--- config.mk ---
export PLATFORM = sky130hd
export DESIGN_NAME = host_core_allocator_table
export DESIGN_NICKNAME = d
export VERILOG_FILES = /design/src/rtl/core/hcat_pkg.sv /design/src/rtl/core/hcat_dpath.sv /design/src/rtl/core/hcat_ctrl.sv /design/src/rtl/core/host_core_allocator_table.sv
export SDC_FILE = /design/constraint.sdc
export NUM_CORES = 1
export LEC_CHECK = 0
export BUFFER_PORTS_ARGS = -buffer_cell sky130_fd_sc_hd__buf_4
export CAP_MARGIN = 25
export CELL_PAD_IN_SITES_DETAIL_PLACEMENT = 0
export CELL_PAD_IN_SITES_GLOBAL_PLACEMENT = 2
export CORE_ASPECT_RATIO = 1.75
export CORE_MARGIN = 2
export CORE_UTILIZATION = 45
export DETAILED_ROUTE_END_ITERATION = 8
export HOLD_SLACK_MARGIN = 0.05
export PLACE_DENSITY = 0.73
export SLEW_MARGIN = 0
export SYNTH_ARGS = -nofsm -noshare
export SYNTH_HDL_FRONTEND = slang
export SYNTH_SLANG_ARGS = --single-unit
--- constraint.sdc ---
create_clock -name clk -period 12.6 [get_ports clk]
set_clock_uncertainty 0.2 [all_clocks]
set_input_delay 2.52 -clock clk [delete_from_list [all_inputs] [get_ports clk]]
set_output_delay 2.52 -clock clk [all_outputs]
set_load 0.005 [all_outputs]
--- src/rtl/core/hcat_pkg.sv ---
// Shared types and codes for the host core allocator table.
package hcat_pkg;

  typedef enum logic [2:0] {
    OP_REGISTER     = 3'd0,
    OP_RELEASE_HOST = 3'd1,
    OP_QUERY        = 3'd2,
    OP_REQUEST_CORE = 3'd3,
    OP_RELEASE_CORE = 3'd4
  } op_t;

  typedef enum logic [1:0] {
    ST_OK        = 2'd0,
    ST_FULL      = 2'd1,
    ST_NOT_FOUND = 2'd2,
    ST_NO_CORE   = 2'd3
  } status_t;

  typedef enum logic [2:0] {
    S_IDLE,
    S_SCAN,
    S_SHIFT_INS,
    S_INSERT,
    S_SHIFT_DEL,
    S_DONE
  } state_t;

  typedef enum logic [1:0] {
    WALK_NONE,
    WALK_SCAN,
    WALK_INS,
    WALK_DEL
  } walk_mode_t;

  typedef enum logic [1:0] {
    WR_NONE,
    WR_HIT,
    WR_SHIFT,
    WR_NEW
  } wr_sel_t;

  typedef enum logic [1:0] {
    RES_NONE,
    RES_ECHO,
    RES_QUERY,
    RES_GRANT
  } res_kind_t;

  typedef struct packed {
    logic [31:0] busy;
    logic [5:0]  cores;
    logic [7:0]  power;
    logic [7:0]  host;
  } entry_t;

  typedef struct packed {
    logic [31:0] usage;
    logic [7:0]  power;
    logic [5:0]  count;
    logic [4:0]  core;
    logic [7:0]  host;
    status_t     status;
  } result_t;

  typedef struct packed {
    logic       load_item;
    walk_mode_t walk_mode;
    logic       walk_en;
    logic       scan;
    wr_sel_t    wr_sel;
    logic       res_load;
    res_kind_t  res_kind;
    status_t    res_status;
    logic       used_inc;
    logic       used_dec;
    logic       out_load;
  } cmd_t;

  typedef struct packed {
    op_t  op;
    logic hit;
    logic rd_vld;
    logic walk_end;
    logic full;
    logic empty;
    logic out_free;
  } sts_t;

endpackage

--- src/rtl/core/hcat_dpath.sv ---
// Datapath: host table memory, walker, match logic, result and output registers.
module hcat_dpath import hcat_pkg::*; #(
  parameter int TABLE_ENTRIES = 16,
  parameter int MAX_CORES     = 32
) (
  input  logic       clk,
  input  logic       rst,
  input  cmd_t       cmd,
  output sts_t       sts,
  input  logic [2:0] in_op,
  input  logic [7:0] in_host,
  input  logic [5:0] in_cores,
  input  logic [7:0] in_power,
  input  logic [4:0] in_core_num,
  input  logic       out_ready,
  output logic       out_valid,
  output result_t    out_res
);

  localparam int IW = (TABLE_ENTRIES > 2) ? $clog2(TABLE_ENTRIES) : 1;
  localparam int CW = $clog2(TABLE_ENTRIES + 1);
  localparam logic [5:0] MaxC = 6'(MAX_CORES);

  // latched item
  op_t        op;
  logic [7:0] host;
  logic [7:0] power;
  logic [5:0] cores;
  logic [4:0] core_num;

  entry_t          mem [TABLE_ENTRIES];
  entry_t          rd_q;
  logic            rd_vld;
  logic [IW-1:0]   rd_idx;
  logic [IW-1:0]   src;
  logic            walk_up;
  logic [CW-1:0]   remain;
  logic [CW-1:0]   used;
  logic [CW-1:0]   pos;
  logic            pos_found;
  logic            issue;

  logic [31:0] lim_mask;
  logic [31:0] avail;
  logic [31:0] first;
  logic [4:0]  core_idx;
  logic        match;

  logic            wr_en;
  logic [IW-1:0]   wr_addr;
  entry_t          wr_data;

  result_t res;
  result_t res_next;

  assign issue = cmd.walk_en && (remain != '0);

  always_ff @(posedge clk) begin
    if (cmd.load_item) begin
      op       <= op_t'(in_op);
      host     <= in_host;
      power    <= in_power;
      cores    <= (in_cores > MaxC) ? MaxC : in_cores;
      core_num <= in_core_num;
    end
  end

  // walker control
  always_ff @(posedge clk) begin
    if (rst) begin
      remain <= '0;
      rd_vld <= 1'b0;
    end else begin
      rd_vld <= issue && (cmd.walk_mode == WALK_NONE);
      unique case (cmd.walk_mode)
        WALK_SCAN: remain <= used;
        WALK_INS:  remain <= used - pos;
        WALK_DEL:  remain <= used - CW'(rd_idx) - CW'(1);
        default: begin
          if (issue) remain <= remain - CW'(1);
        end
      endcase
    end
  end

  always_ff @(posedge clk) begin
    unique case (cmd.walk_mode)
      WALK_SCAN: begin
        src     <= '0;
        walk_up <= 1'b1;
      end
      WALK_INS: begin
        src     <= IW'(used - CW'(1));
        walk_up <= 1'b0;
      end
      WALK_DEL: begin
        src     <= rd_idx + IW'(1);
        walk_up <= 1'b1;
      end
      default: begin
        if (issue) src <= walk_up ? src + IW'(1) : src - IW'(1);
      end
    endcase
  end

  // insertion point: first entry with a larger power index
  always_ff @(posedge clk) begin
    if (cmd.walk_mode == WALK_SCAN) begin
      pos       <= used;
      pos_found <= 1'b0;
    end else if (cmd.scan && rd_vld && !pos_found && (rd_q.power > power)) begin
      pos       <= CW'(rd_idx);
      pos_found <= 1'b1;
    end
  end

  // table memory, registered read
  always_ff @(posedge clk) begin
    if (wr_en) mem[wr_addr] <= wr_data;
    rd_q   <= mem[src];
    rd_idx <= src;
  end

  // lowest free core below the entry's core count
  always_comb begin
    lim_mask = '0;
    core_idx = '0;
    for (int i = 0; i < 32; i++) lim_mask[i] = (6'(i) < rd_q.cores);
    avail = ~rd_q.busy & lim_mask;
    first = avail & (~avail + 32'd1);
    for (int i = 0; i < 32; i++) begin
      if (first[i]) core_idx = core_idx | 5'(i);
    end
  end

  always_comb begin
    case (op)
      OP_REGISTER:     match = (rd_q.power == power) && (rd_q.host == host);
      OP_REQUEST_CORE: match = |avail;
      OP_RELEASE_HOST,
      OP_QUERY,
      OP_RELEASE_CORE: match = (rd_q.host == host);
      default:         match = 1'b0;
    endcase
  end

  always_comb begin
    wr_en   = 1'b0;
    wr_addr = rd_idx;
    wr_data = rd_q;
    unique case (cmd.wr_sel)
      WR_HIT: begin
        wr_en = 1'b1;
        case (op)
          OP_REGISTER:     wr_data.cores = cores;
          OP_REQUEST_CORE: wr_data.busy  = rd_q.busy | first;
          OP_RELEASE_CORE: wr_data.busy  = rd_q.busy & ~(32'd1 << core_num);
          default:         wr_data = rd_q;
        endcase
      end
      WR_SHIFT: begin
        wr_en   = 1'b1;
        wr_addr = walk_up ? rd_idx - IW'(1) : rd_idx + IW'(1);
      end
      WR_NEW: begin
        wr_en         = 1'b1;
        wr_addr       = pos[IW-1:0];
        wr_data.host  = host;
        wr_data.power = power;
        wr_data.cores = cores;
        wr_data.busy  = '0;
      end
      default: wr_en = 1'b0;
    endcase
  end

  always_ff @(posedge clk) begin
    if (rst) begin
      used <= '0;
    end else if (cmd.used_inc) begin
      used <= used + CW'(1);
    end else if (cmd.used_dec) begin
      used <= used - CW'(1);
    end
  end

  always_comb begin
    res_next        = '0;
    res_next.status = cmd.res_status;
    unique case (cmd.res_kind)
      RES_ECHO: res_next.host = host;
      RES_QUERY: begin
        res_next.host  = host;
        res_next.count = rd_q.cores;
        res_next.power = rd_q.power;
        res_next.usage = rd_q.busy;
      end
      RES_GRANT: begin
        res_next.host = rd_q.host;
        res_next.core = core_idx;
      end
      default: res_next.host = '0;
    endcase
  end

  always_ff @(posedge clk) begin
    if (cmd.res_load) res <= res_next;
    if (cmd.out_load) out_res <= res;
  end

  always_ff @(posedge clk) begin
    if (rst) begin
      out_valid <= 1'b0;
    end else if (cmd.out_load) begin
      out_valid <= 1'b1;
    end else if (out_ready) begin
      out_valid <= 1'b0;
    end
  end

  // hit is only looked at by the controller while it scans
  assign sts.op       = op;
  assign sts.hit      = rd_vld && match;
  assign sts.rd_vld   = rd_vld;
  assign sts.walk_end = (remain == '0) && !rd_vld;
  assign sts.full     = (used == CW'(TABLE_ENTRIES));
  assign sts.empty    = (used == '0);
  assign sts.out_free = !out_valid || out_ready;

endmodule

--- src/rtl/core/hcat_ctrl.sv ---
// Controller state machine sequencing scan, shift, insert and result handoff.
module hcat_ctrl import hcat_pkg::*; (
  input  logic clk,
  input  logic rst,
  input  logic in_valid,
  output logic in_ready,
  input  sts_t sts,
  output cmd_t cmd
);

  state_t state;
  state_t state_next;
  logic   op_ok;

  assign op_ok = (sts.op <= OP_RELEASE_CORE);

  always_ff @(posedge clk) begin
    if (rst) begin
      state <= S_IDLE;
    end else begin
      state <= state_next;
    end
  end

  always_comb begin
    state_next = state;
    unique case (state)
      S_IDLE: begin
        if (in_valid) state_next = S_SCAN;
      end
      S_SCAN: begin
        if (!op_ok) begin
          state_next = S_DONE;
        end else if (sts.hit) begin
          state_next = (sts.op == OP_RELEASE_HOST) ? S_SHIFT_DEL : S_DONE;
        end else if (sts.walk_end) begin
          state_next = ((sts.op == OP_REGISTER) && !sts.full) ? S_SHIFT_INS : S_DONE;
        end
      end
      S_SHIFT_INS: begin
        if (sts.walk_end) state_next = S_INSERT;
      end
      S_INSERT: state_next = S_DONE;
      S_SHIFT_DEL: begin
        if (sts.walk_end) state_next = S_DONE;
      end
      S_DONE: begin
        if (sts.out_free) state_next = S_IDLE;
      end
      default: state_next = S_IDLE;
    endcase
  end

  always_comb begin
    cmd      = '0;
    in_ready = 1'b0;
    unique case (state)
      S_IDLE: begin
        in_ready = 1'b1;
        if (in_valid) begin
          cmd.load_item = 1'b1;
          cmd.walk_mode = WALK_SCAN;
        end
      end
      S_SCAN: begin
        cmd.scan = 1'b1;
        if (!op_ok) begin
          cmd.res_load   = 1'b1;
          cmd.res_kind   = RES_NONE;
          cmd.res_status = ST_OK;
        end else if (sts.hit) begin
          cmd.res_load   = 1'b1;
          cmd.res_status = ST_OK;
          case (sts.op) inside
            OP_QUERY: cmd.res_kind = RES_QUERY;
            OP_REQUEST_CORE: begin
              cmd.res_kind = RES_GRANT;
              cmd.wr_sel   = WR_HIT;
            end
            OP_RELEASE_HOST: begin
              cmd.res_kind  = RES_ECHO;
              cmd.walk_mode = WALK_DEL;
            end
            OP_REGISTER, OP_RELEASE_CORE: begin
              cmd.res_kind = RES_ECHO;
              cmd.wr_sel   = WR_HIT;
            end
            default: cmd.res_kind = RES_NONE;
          endcase
        end else if (sts.walk_end) begin
          cmd.res_load = 1'b1;
          case (sts.op) inside
            OP_REGISTER: begin
              cmd.res_kind = RES_ECHO;
              if (sts.full) begin
                cmd.res_status = ST_FULL;
              end else begin
                cmd.res_status = ST_OK;
                cmd.walk_mode  = WALK_INS;
              end
            end
            OP_REQUEST_CORE: begin
              cmd.res_kind   = RES_NONE;
              cmd.res_status = ST_NO_CORE;
            end
            default: begin
              cmd.res_kind   = RES_ECHO;
              cmd.res_status = ST_NOT_FOUND;
            end
          endcase
        end else begin
          cmd.walk_en = 1'b1;
        end
      end
      S_SHIFT_INS: begin
        cmd.walk_en = 1'b1;
        if (sts.rd_vld) cmd.wr_sel = WR_SHIFT;
      end
      S_INSERT: begin
        cmd.wr_sel   = WR_NEW;
        cmd.used_inc = 1'b1;
      end
      S_SHIFT_DEL: begin
        cmd.walk_en = 1'b1;
        if (sts.rd_vld) cmd.wr_sel = WR_SHIFT;
        if (sts.walk_end) cmd.used_dec = 1'b1;
      end
      S_DONE: begin
        if (sts.out_free) cmd.out_load = 1'b1;
      end
      default: cmd = '0;
    endcase
  end

endmodule

--- src/rtl/core/host_core_allocator_table.sv ---
// Top level of the host core allocator table: stream ports, controller and datapath.
//
// Usage: one request item in on the s_axis channel, exactly one result item out on
// m_axis. s_axis_tuser carries the opcode (register, release host, query, request
// core, release core); s_axis_tdata carries the host id, core count, power index
// and core number. The table keeps hosts ordered by power index, ties in arrival
// order, in a single-port-write / registered-read memory of TABLE_ENTRIES rows.
// Timing: one item is worked at a time. The walker reads one row per cycle. An
// insert then shifts the rows above the insertion point, one row per cycle, and
// then writes the new row; a release host shifts the rows after the removed one
// the same way. A new item can be taken in the cycle after the result has moved
// to the output register.
// The output register decouples the sides: while m_axis is stalled the result
// waits there and the next item is already accepted and worked; only its own
// handoff waits for the output register to free up.
// Reset: synchronous, active high; the table is emptied at once (occupancy count
// cleared), the output register is emptied and s_axis_tready returns high.
module host_core_allocator_table import hcat_pkg::*; #(
  parameter int TABLE_ENTRIES = 16,
  parameter int MAX_CORES     = 32
) (
  input  logic        clk,
  input  logic        rst,
  input  logic        s_axis_tvalid,
  output logic        s_axis_tready,
  // [7:0] host_id, [13:8] core_count, [21:14] power_index, [26:22] core_number
  input  logic [31:0] s_axis_tdata,
  // [2:0] opcode
  input  logic [2:0]  s_axis_tuser,
  output logic        m_axis_tvalid,
  input  logic        m_axis_tready,
  // [1:0] status, [9:2] out_host, [14:10] out_core, [20:15] out_core_count,
  // [28:21] out_power_index, [60:29] out_core_usage, [63:61] zero
  output logic [63:0] m_axis_tdata
);

  cmd_t    cmd;
  sts_t    sts;
  result_t out_res;

  hcat_ctrl u_ctrl (
    .clk      (clk),
    .rst      (rst),
    .in_valid (s_axis_tvalid),
    .in_ready (s_axis_tready),
    .sts      (sts),
    .cmd      (cmd)
  );

  hcat_dpath #(
    .TABLE_ENTRIES (TABLE_ENTRIES),
    .MAX_CORES     (MAX_CORES)
  ) u_dpath (
    .clk         (clk),
    .rst         (rst),
    .cmd         (cmd),
    .sts         (sts),
    .in_op       (s_axis_tuser),
    .in_host     (s_axis_tdata[7:0]),
    .in_cores    (s_axis_tdata[13:8]),
    .in_power    (s_axis_tdata[21:14]),
    .in_core_num (s_axis_tdata[26:22]),
    .out_ready   (m_axis_tready),
    .out_valid   (m_axis_tvalid),
    .out_res     (out_res)
  );

  // result item packing, status in the low bits
  assign m_axis_tdata = {3'b000, out_res.usage, out_res.power, out_res.count,
                         out_res.core, out_res.host, out_res.status};

  // a new row is only added when the table has room
  a_insert_room: assert property (@(posedge clk) disable iff (rst)
    cmd.used_inc |-> !sts.full)
    else $error("insert into a full table");

  // a row is only removed from a non-empty table
  a_remove_row: assert property (@(posedge clk) disable iff (rst)
    cmd.used_dec |-> !sts.empty)
    else $error("remove from an empty table");

  // one item at a time: busy right after an accept
  a_busy_after_accept: assert property (@(posedge clk) disable iff (rst)
    (s_axis_tvalid && s_axis_tready) |=> !s_axis_tready)
    else $error("item accepted while previous item in work");

  // never overwrite a result that has not been taken
  a_no_overwrite: assert property (@(posedge clk) disable iff (rst)
    cmd.out_load |-> (!m_axis_tvalid || m_axis_tready))
    else $error("output register overwritten");

endmodule
Word level (Yosys, flattened, before mapping)
Memory sizes are Yosys's and may differ from the RTL's. A register that Yosys moved wholly into a read port is not among the register bits.
Cells that the tools add are included.
{ "totals": {"mem_bits_rw": 864, "memories": 1, "regBits": 182, "elab_cells": 322, "in_bits": 39} }
{ "classes": {"eq_ne": 26, "add_sub_neg": 11, "magnitude_cmp": 35, "shifts": 1, "n_bitwise": 7, "muxes": 180, "reduce_logical": 34} }
{ "mem_list": {"columns": ["name", "depth", "width", "read_ports", "rd_clocked_by_memory_dff", "wr", "line", "rtl"], "rows": [
  ["u_dpath.mem", 16, 54, 1, 1, 1, "hcat_dpath.sv:31", "entry_t mem [TABLE_ENTRIES];"]
]} }
{ "ops": {"columns": ["cell", "n"], "rows": [
  ["5-bit two-way mux", 38],
  ["54-bit case mux with 2 select lines", 1],
  ["2-bit two-way mux", 51],
  ["32-bit bitwise AND", 3],
  ["5-bit by 6-bit less-than comparator with 1-bit output (first input constant)", 16],
  ["32-bit inverter", 3],
  ["3-bit two-way mux", 27],
  ["4-bit two-way mux", 17],
  ["32-bit case mux with 2 select lines", 1],
  ["4-bit by 6-bit less-than comparator with 1-bit output (first input constant)", 8],
  ["32-bit by 1-bit adder with 32-bit output (second input constant)", 1],
  ["32-bit two-way mux", 1],
  ["32-bit OR", 1],
  ["32-bit OR reduction", 1],
  ["1-bit by 5-bit << shifter with 32-bit output (first input constant)", 1],
  ["1-bit two-way mux", 31],
  ["3-bit by 6-bit less-than comparator with 1-bit output (first input constant)", 4],
  ["3-bit case mux with 6 select lines", 1],
  ["8-bit equality test", 2],
  ["16-bit two-way mux", 1],
  ["8-bit case mux with 2 select lines", 1],
  ["5-bit case mux with 3 select lines", 1],
  ["5-bit by 1-bit subtractor with 5-bit output (second input constant)", 3],
  ["2-bit equality test (second input constant)", 6],
  ["other kinds (37)", 74]
]} }

Longest topological paths before layout
{ "depth": {"ltp_word": 36, "depth_mapped": 16, "depth_no_buf": 12} }

Cells and area by module
From an unflattened synthesis, not the netlist that was laid out.
{ "hier_totals": {"cells_unflattened": 2268, "hier_area_um2": 43765.7} }
{ "by_module_without_submodules": {"columns": ["mod", "instances", "seq_area_each_um2", "area_each_um2", "cells_each"], "rows": [
  ["hcat_dpath", 1, 32230.9, 43267.7, 2199],
  ["hcat_ctrl", 1, 60.1, 471.7, 65],
  ["host_core_allocator_table", 1, 0.0, 26.3, 4]
]} }

Worst setup path before layout
Ideal clock, no wire load.
{ "synth_timing": {"kind": "in2reg", "startpoint": "input port m_axis_tready", "endpoint": "register, netlist name u_dpath.out_res[0]", "stages": 2, "path_slack_ps": 6767, "n_path_buf": 0, "t_arrival_ps": 5153, "path_cell_list": "nor2b_1 -> nor2_1"} }
{ "synth_rtl": {"columns": ["item", "line", "rtl"], "rows": [
  ["start: declaration", "host_core_allocator_table.sv:31", "input logic m_axis_tready,"]
]} }

Worst setup path in the final report
{ "layout_timing": {"startpoint": "register, netlist name u_dpath.rd_q[17]", "endpoint": "memory u_dpath.mem[10][43] (netlist bit) (enable)"} }
{ "layout_via": {"elab_chain_len": 16, "word_cells_on_any_way": 50, "classes_between": "32 x order compare; 3 x eq/ne; 11 x mux; 1 x bitwise; 3 x reduce/logical"} }
{ "layout_rtl": {"columns": ["item", "line", "rtl"], "rows": [
  ["1-bit by 6-bit less-than comparator with 1-bit output, or another cell as far along", "hcat_dpath.sv:128", "for (int i = 0; i < 32; i++) lim_mask[i] = (6'(i) < rd_q.cores);"],
  ["32-bit bitwise AND (*)", "hcat_dpath.sv:129", "avail = ~rd_q.busy & lim_mask;"],
  ["32-bit OR reduction (*)", "hcat_dpath.sv:139", "OP_REQUEST_CORE: match = |avail;"],
  ["1-bit case mux with 3 select lines (*)", "hcat_dpath.sv:137", "case (op)"],
  ["1-bit logical AND (*)", "hcat_dpath.sv:223", "assign sts.hit = rd_vld && match;"],
  ["2-bit two-way mux (*)", "hcat_ctrl.sv:71", "end else if (sts.hit) begin"],
  ["2-bit two-way mux (*)", "hcat_ctrl.sv:67", "if (!op_ok) begin"],
  ["2-bit two-way mux (*)", "hcat_ctrl.sv:57", "unique case (state)"],
  ["2-bit two-way mux (*)", "hcat_ctrl.sv:67", null],
  ["2-bit two-way mux (*)", "hcat_ctrl.sv:57", null],
  ["2-bit case mux with 4 select lines (*)", "hcat_ctrl.sv:57", null],
  ["2-bit by 1-bit equality test with 1-bit output or 2-bit equality test (tied branches)", "hcat_dpath.sv:151", "unique case (cmd.wr_sel)"],
  ["3-bit OR reduction (no line)", null, null],
  ["1-bit two-way mux", "hcat_dpath.sv:151", null],
  ["1-bit two-way mux", "hcat_dpath.sv:119", "if (wr_en) mem[wr_addr] <= wr_data;"],
  ["1-bit two-way mux (implied by the code)", "hcat_dpath.sv:119", null],
  ["end: declaration", "hcat_dpath.sv:31", null]
]} }
Every way passes the cells marked *; elsewhere a longest branch is shown, timed or not. The select of a mux whose other input is x is not followed.

==> flow_summary.json <==
{
  "final_cell_mix": "1026 x edfxtp_1, 270 x mux4_2, 164 x buf_4, 101 x nand2_1, 99 x clkbuf_16",
  "viasPerCell": 6.01,
  "synth-edff-count": 1026,
  "critPathCaptureType": "register",
  "vdd_drop_max_mv": 0.126,
  "rr_endpoint": "u_dpath.mem[10][43]$_DFFE_PP_",
  "avgRoutedWirePerCell_um": 29.6,
  "cp.depth": 10,
  "drt_iter0_markers": 2182,
  "firstDrtPassIters": 5,
  "hpwl_mm": 62.2,
  "syn2layout_area_growth_pct": 13.5,
  "design.core.area_sq_um": 95700,
  "status": "finished, final reports clean",
  "reg2reg_depth": 10,
  "total_power_mw": 11.4,
  "cp_slowest_cell": "dfxtp_1",
  "crit_start": "u_dpath.rd_q[17]$_DFF_P_",
  "use_met3_pct": 3.12,
  "synth_ff_type": "edfxtp_1",
  "grt_setup_unrepaired": "no",
  "grt_start_max_net_pins": 68,
  "rows": 150,
  "die_w_um": 239,
  "netlist.area_leader.share_pct": 70.9,
  "dpl.cell_count": 3499,
  "grt_usage_pct": 22.2,
  "antenna_left": 0,
  "ios": 105,
  "path_buf_inv": 2,
  "slew_viol_final": 0,
  "crit_family": "simple AND/OR/NAND/NOR gates",
  "r2r_setup_slack_ns": 6.86,
  "finalSetupViolCount": 0,
  "timing.rr.start": "u_dpath.rd_q[17]$_DFF_P_",
  "finalInstanceArea_sq_um": 49300,
  "final_common_cell": "edfxtp_1",
  "syn_inst": 2224,
  "synth_area_sq_um": 43500,
  "first_global_vias": 22585,
  "min_period_over_period_pct": 45.5,
  "crit_path_end": "u_dpath.mem[10][43]$_DFFE_PP_",
  "tritoncts": "done",
  "clk-insertion-delay-late_ns": 0.70,
  "setup_tns_ns": 0,
  "antenna_found_initial": 2,
  "clk_path_buf_depth": 3,
  "yosys.area.top_type": "edfxtp_1",
  "yosysUniqueCellTypes": 79,
  "synth_seq_cells": 1100,
  "postCtsHoldBufs": 0,
  "fmax_ghz": 0.174,
  "n_fill_cell": 7525,
  "final_cells": 3684,
  "final.min_clock_period_ns": 5.74,
  "tightest_slew_ns": 1.08,
  "hold_class": "reg2reg",
  "syn_avg_cell_area_sq_um": 19.5,
  "htree_num_levels": 3,
  "hold_slack_ns": 0.218,
  "port_buffers": 96,
  "cp.arrival_ns": 5.84,
  "grt_pass1_wl_mm": 157,
  "num_vias": 22137,
  "clockRootBuffer": "clkbuf_16",
  "wl_mm": 109,
  "cts_made_buffers": 96,
  "power.density_nw_per_um2": 232,
  "die_area_sq_um": 99200,
  "crit_chain": "nor2_1 -> a21oi_1 -> a2111oi_4 -> and4_1 -> buf_4 -> a21oi_1 -> a211o_1 -> nand3_1 -> nor2_4 -> buf_4",
  "met1_usage_pct": 29.4,
  "async_flop_share_pct": 0,
  "p_leak_nw": 15.8,
  "die_h_um": 415,
  "clk_pin_slew_worst_paths_ns": 0.07,
  "cts_setup_buffers": 0,
  "drc": 0,
  "cap_violations": 0,
  "maxSlewHeadroom_pct": 27.4,
  "start_util_pct": 45.4,
  "criticalPathCategory": "reg2reg",
  "hold_viol": 0,
  "place_area_sq_um": 46000,
  "crit_fanout": 37,
  "tritoncts_num_sinks": 1100,
  "yosysWarnings": 0,
  "cts_resized": 0,
  "grt.busiest_layer": "met2",
  "crit_path_max_incr_delay_ns": 0.99,
  "yosysSeqAreaShare_pct": 74.3,
  "ys_top_cells_by_area": "edfxtp_1 71%, mux4_2 14%, dfxtp_1 3.4%, nand2_1 0.87%, and2_1 0.81%",
  "worstSetupStartpointType": "register",
  "cp.required_ns": 12.70,
  "place_congestion": 0.910,
  "nets": 2454,
  "grt-ovfl-total": 0,
  "use_met2_pct": 38.1,
  "final_layout_size_suffix_gt1_share_pct": 26.2
}
## final cells by class
class | count | area [sq um] | area share [%]
Sequential cell | 1100 | 32300 | 65.5
Multi-Input combinational cell | 978 | 10700 | 21.8
Clock buffer | 127 | 2630 | 5.34
Tap cell | 1216 | 1520 | 3.08
Timing Repair Buffer | 173 | 1340 | 2.72
Clock inverter | 52 | 662 | 1.34
Inverter | 37 | 139 | 0.282
Antenna cell | 1 | 2.50 | 0.00507
## registers in the layout, summed over array words and instances (netlist names), 3 cells and up
name              count
u_dpath.pos           5
u_dpath.rd_idx        4
u_dpath.remain        5
u_dpath.op            3
u_dpath.res          61
u_dpath.host          8
u_dpath.rd_q         54
u_dpath.out_res      61
u_dpath.mem         864
u_dpath.power         8
u_dpath.src           4
u_dpath.core_num      5
u_ctrl.state          3
u_dpath.used          5
u_dpath.cores         6
## cell families after synthesis
group                    after synthesis  synth area share (%)
AND/OR/NAND/NOR                      391                  4.73
buffers and inverters                148                  1.36
XOR/XNOR                              27                 0.544
multiplexers                         282                  14.3
AO/OA/AOI/OAI                        245                  3.87
other                                  1               0.00863
flip-flops                          1100                  74.3
adder cells (fa/ha/maj)               30                 0.910
## metal layers
layer	part of all wire, %	routed length [um]
met5	0	0
met4	2.7	2910
met3	5.3	5790
met2	52	56400
met1	40	44000
## worst min-delay path by stage
stage                                  start                       endpoint  slack [ns]  depth (start not counted)
2_1_floorplan       u_dpath.src[3]$_DFFE_PP_      u_dpath.rd_idx[3]$_DFF_P_        0.15                          0
3_3_place_gp   u_dpath.res[51]$_SDFFCE_PP0P_  u_dpath.out_res[51]$_DFFE_PP_        0.20                          0
3_5_place_dp   u_dpath.res[32]$_SDFFCE_PP0P_  u_dpath.out_res[32]$_DFFE_PP_        0.20                          0
4_1_cts        u_dpath.res[51]$_SDFFCE_PP0P_  u_dpath.out_res[51]$_DFFE_PP_        0.22                          0
5_1_grt         u_dpath.res[0]$_SDFFCE_PP0P_   u_dpath.out_res[0]$_DFFE_PP_        0.23                          0
6_report            u_dpath.res[5]$_DFFE_PP_   u_dpath.out_res[5]$_DFFE_PP_        0.22                          0
## power breakdown
part | total [mW] | internal [mW] | switching [mW]
Clock | 3.09 | 1.78 | 1.30
Sequential | 5.13 | 4.80 | 0.326
Combinational | 3.22 | 1.38 | 1.84
Total | 11.4 | 7.97 | 3.47
## cells in the mapped netlist (8+ instances only)
cell	n
a32o_1	8
clkbuf_1	71
a22oi_1	12
buf_1	29
nand4_1	15
o21a_1	9
nand3_1	25
a31oi_1	9
nand2_1	101
edfxtp_1	1026
a211oi_1	12
a21oi_1	45
nor2_1	81
nor3_1	21
ha_1	26
nor2b_1	18
a21o_1	17
o21ai_0	53
mux4_2	270
and2_1	56
o211ai_1	23
nand3b_1	8
xnor2_1	20
dfxtp_1	74
inv_1	36
or2_2	10
## through the flow
| step | worst slack (ns) | util [%] |
|---|---|---|
| 2_1_floorplan | 6.77 | - |
| 3_3_place_gp | 6.88 | 47.9 |
| 3_5_place_dp | 6.83 | 48.0 |
| 4_1_cts | 6.79 | 51.5 |
| 5_1_grt | 6.59 | 51.5 |
| 6_report | 6.86 | 51.5 |
No activity file was read; power rests on OpenSTA's default activity.
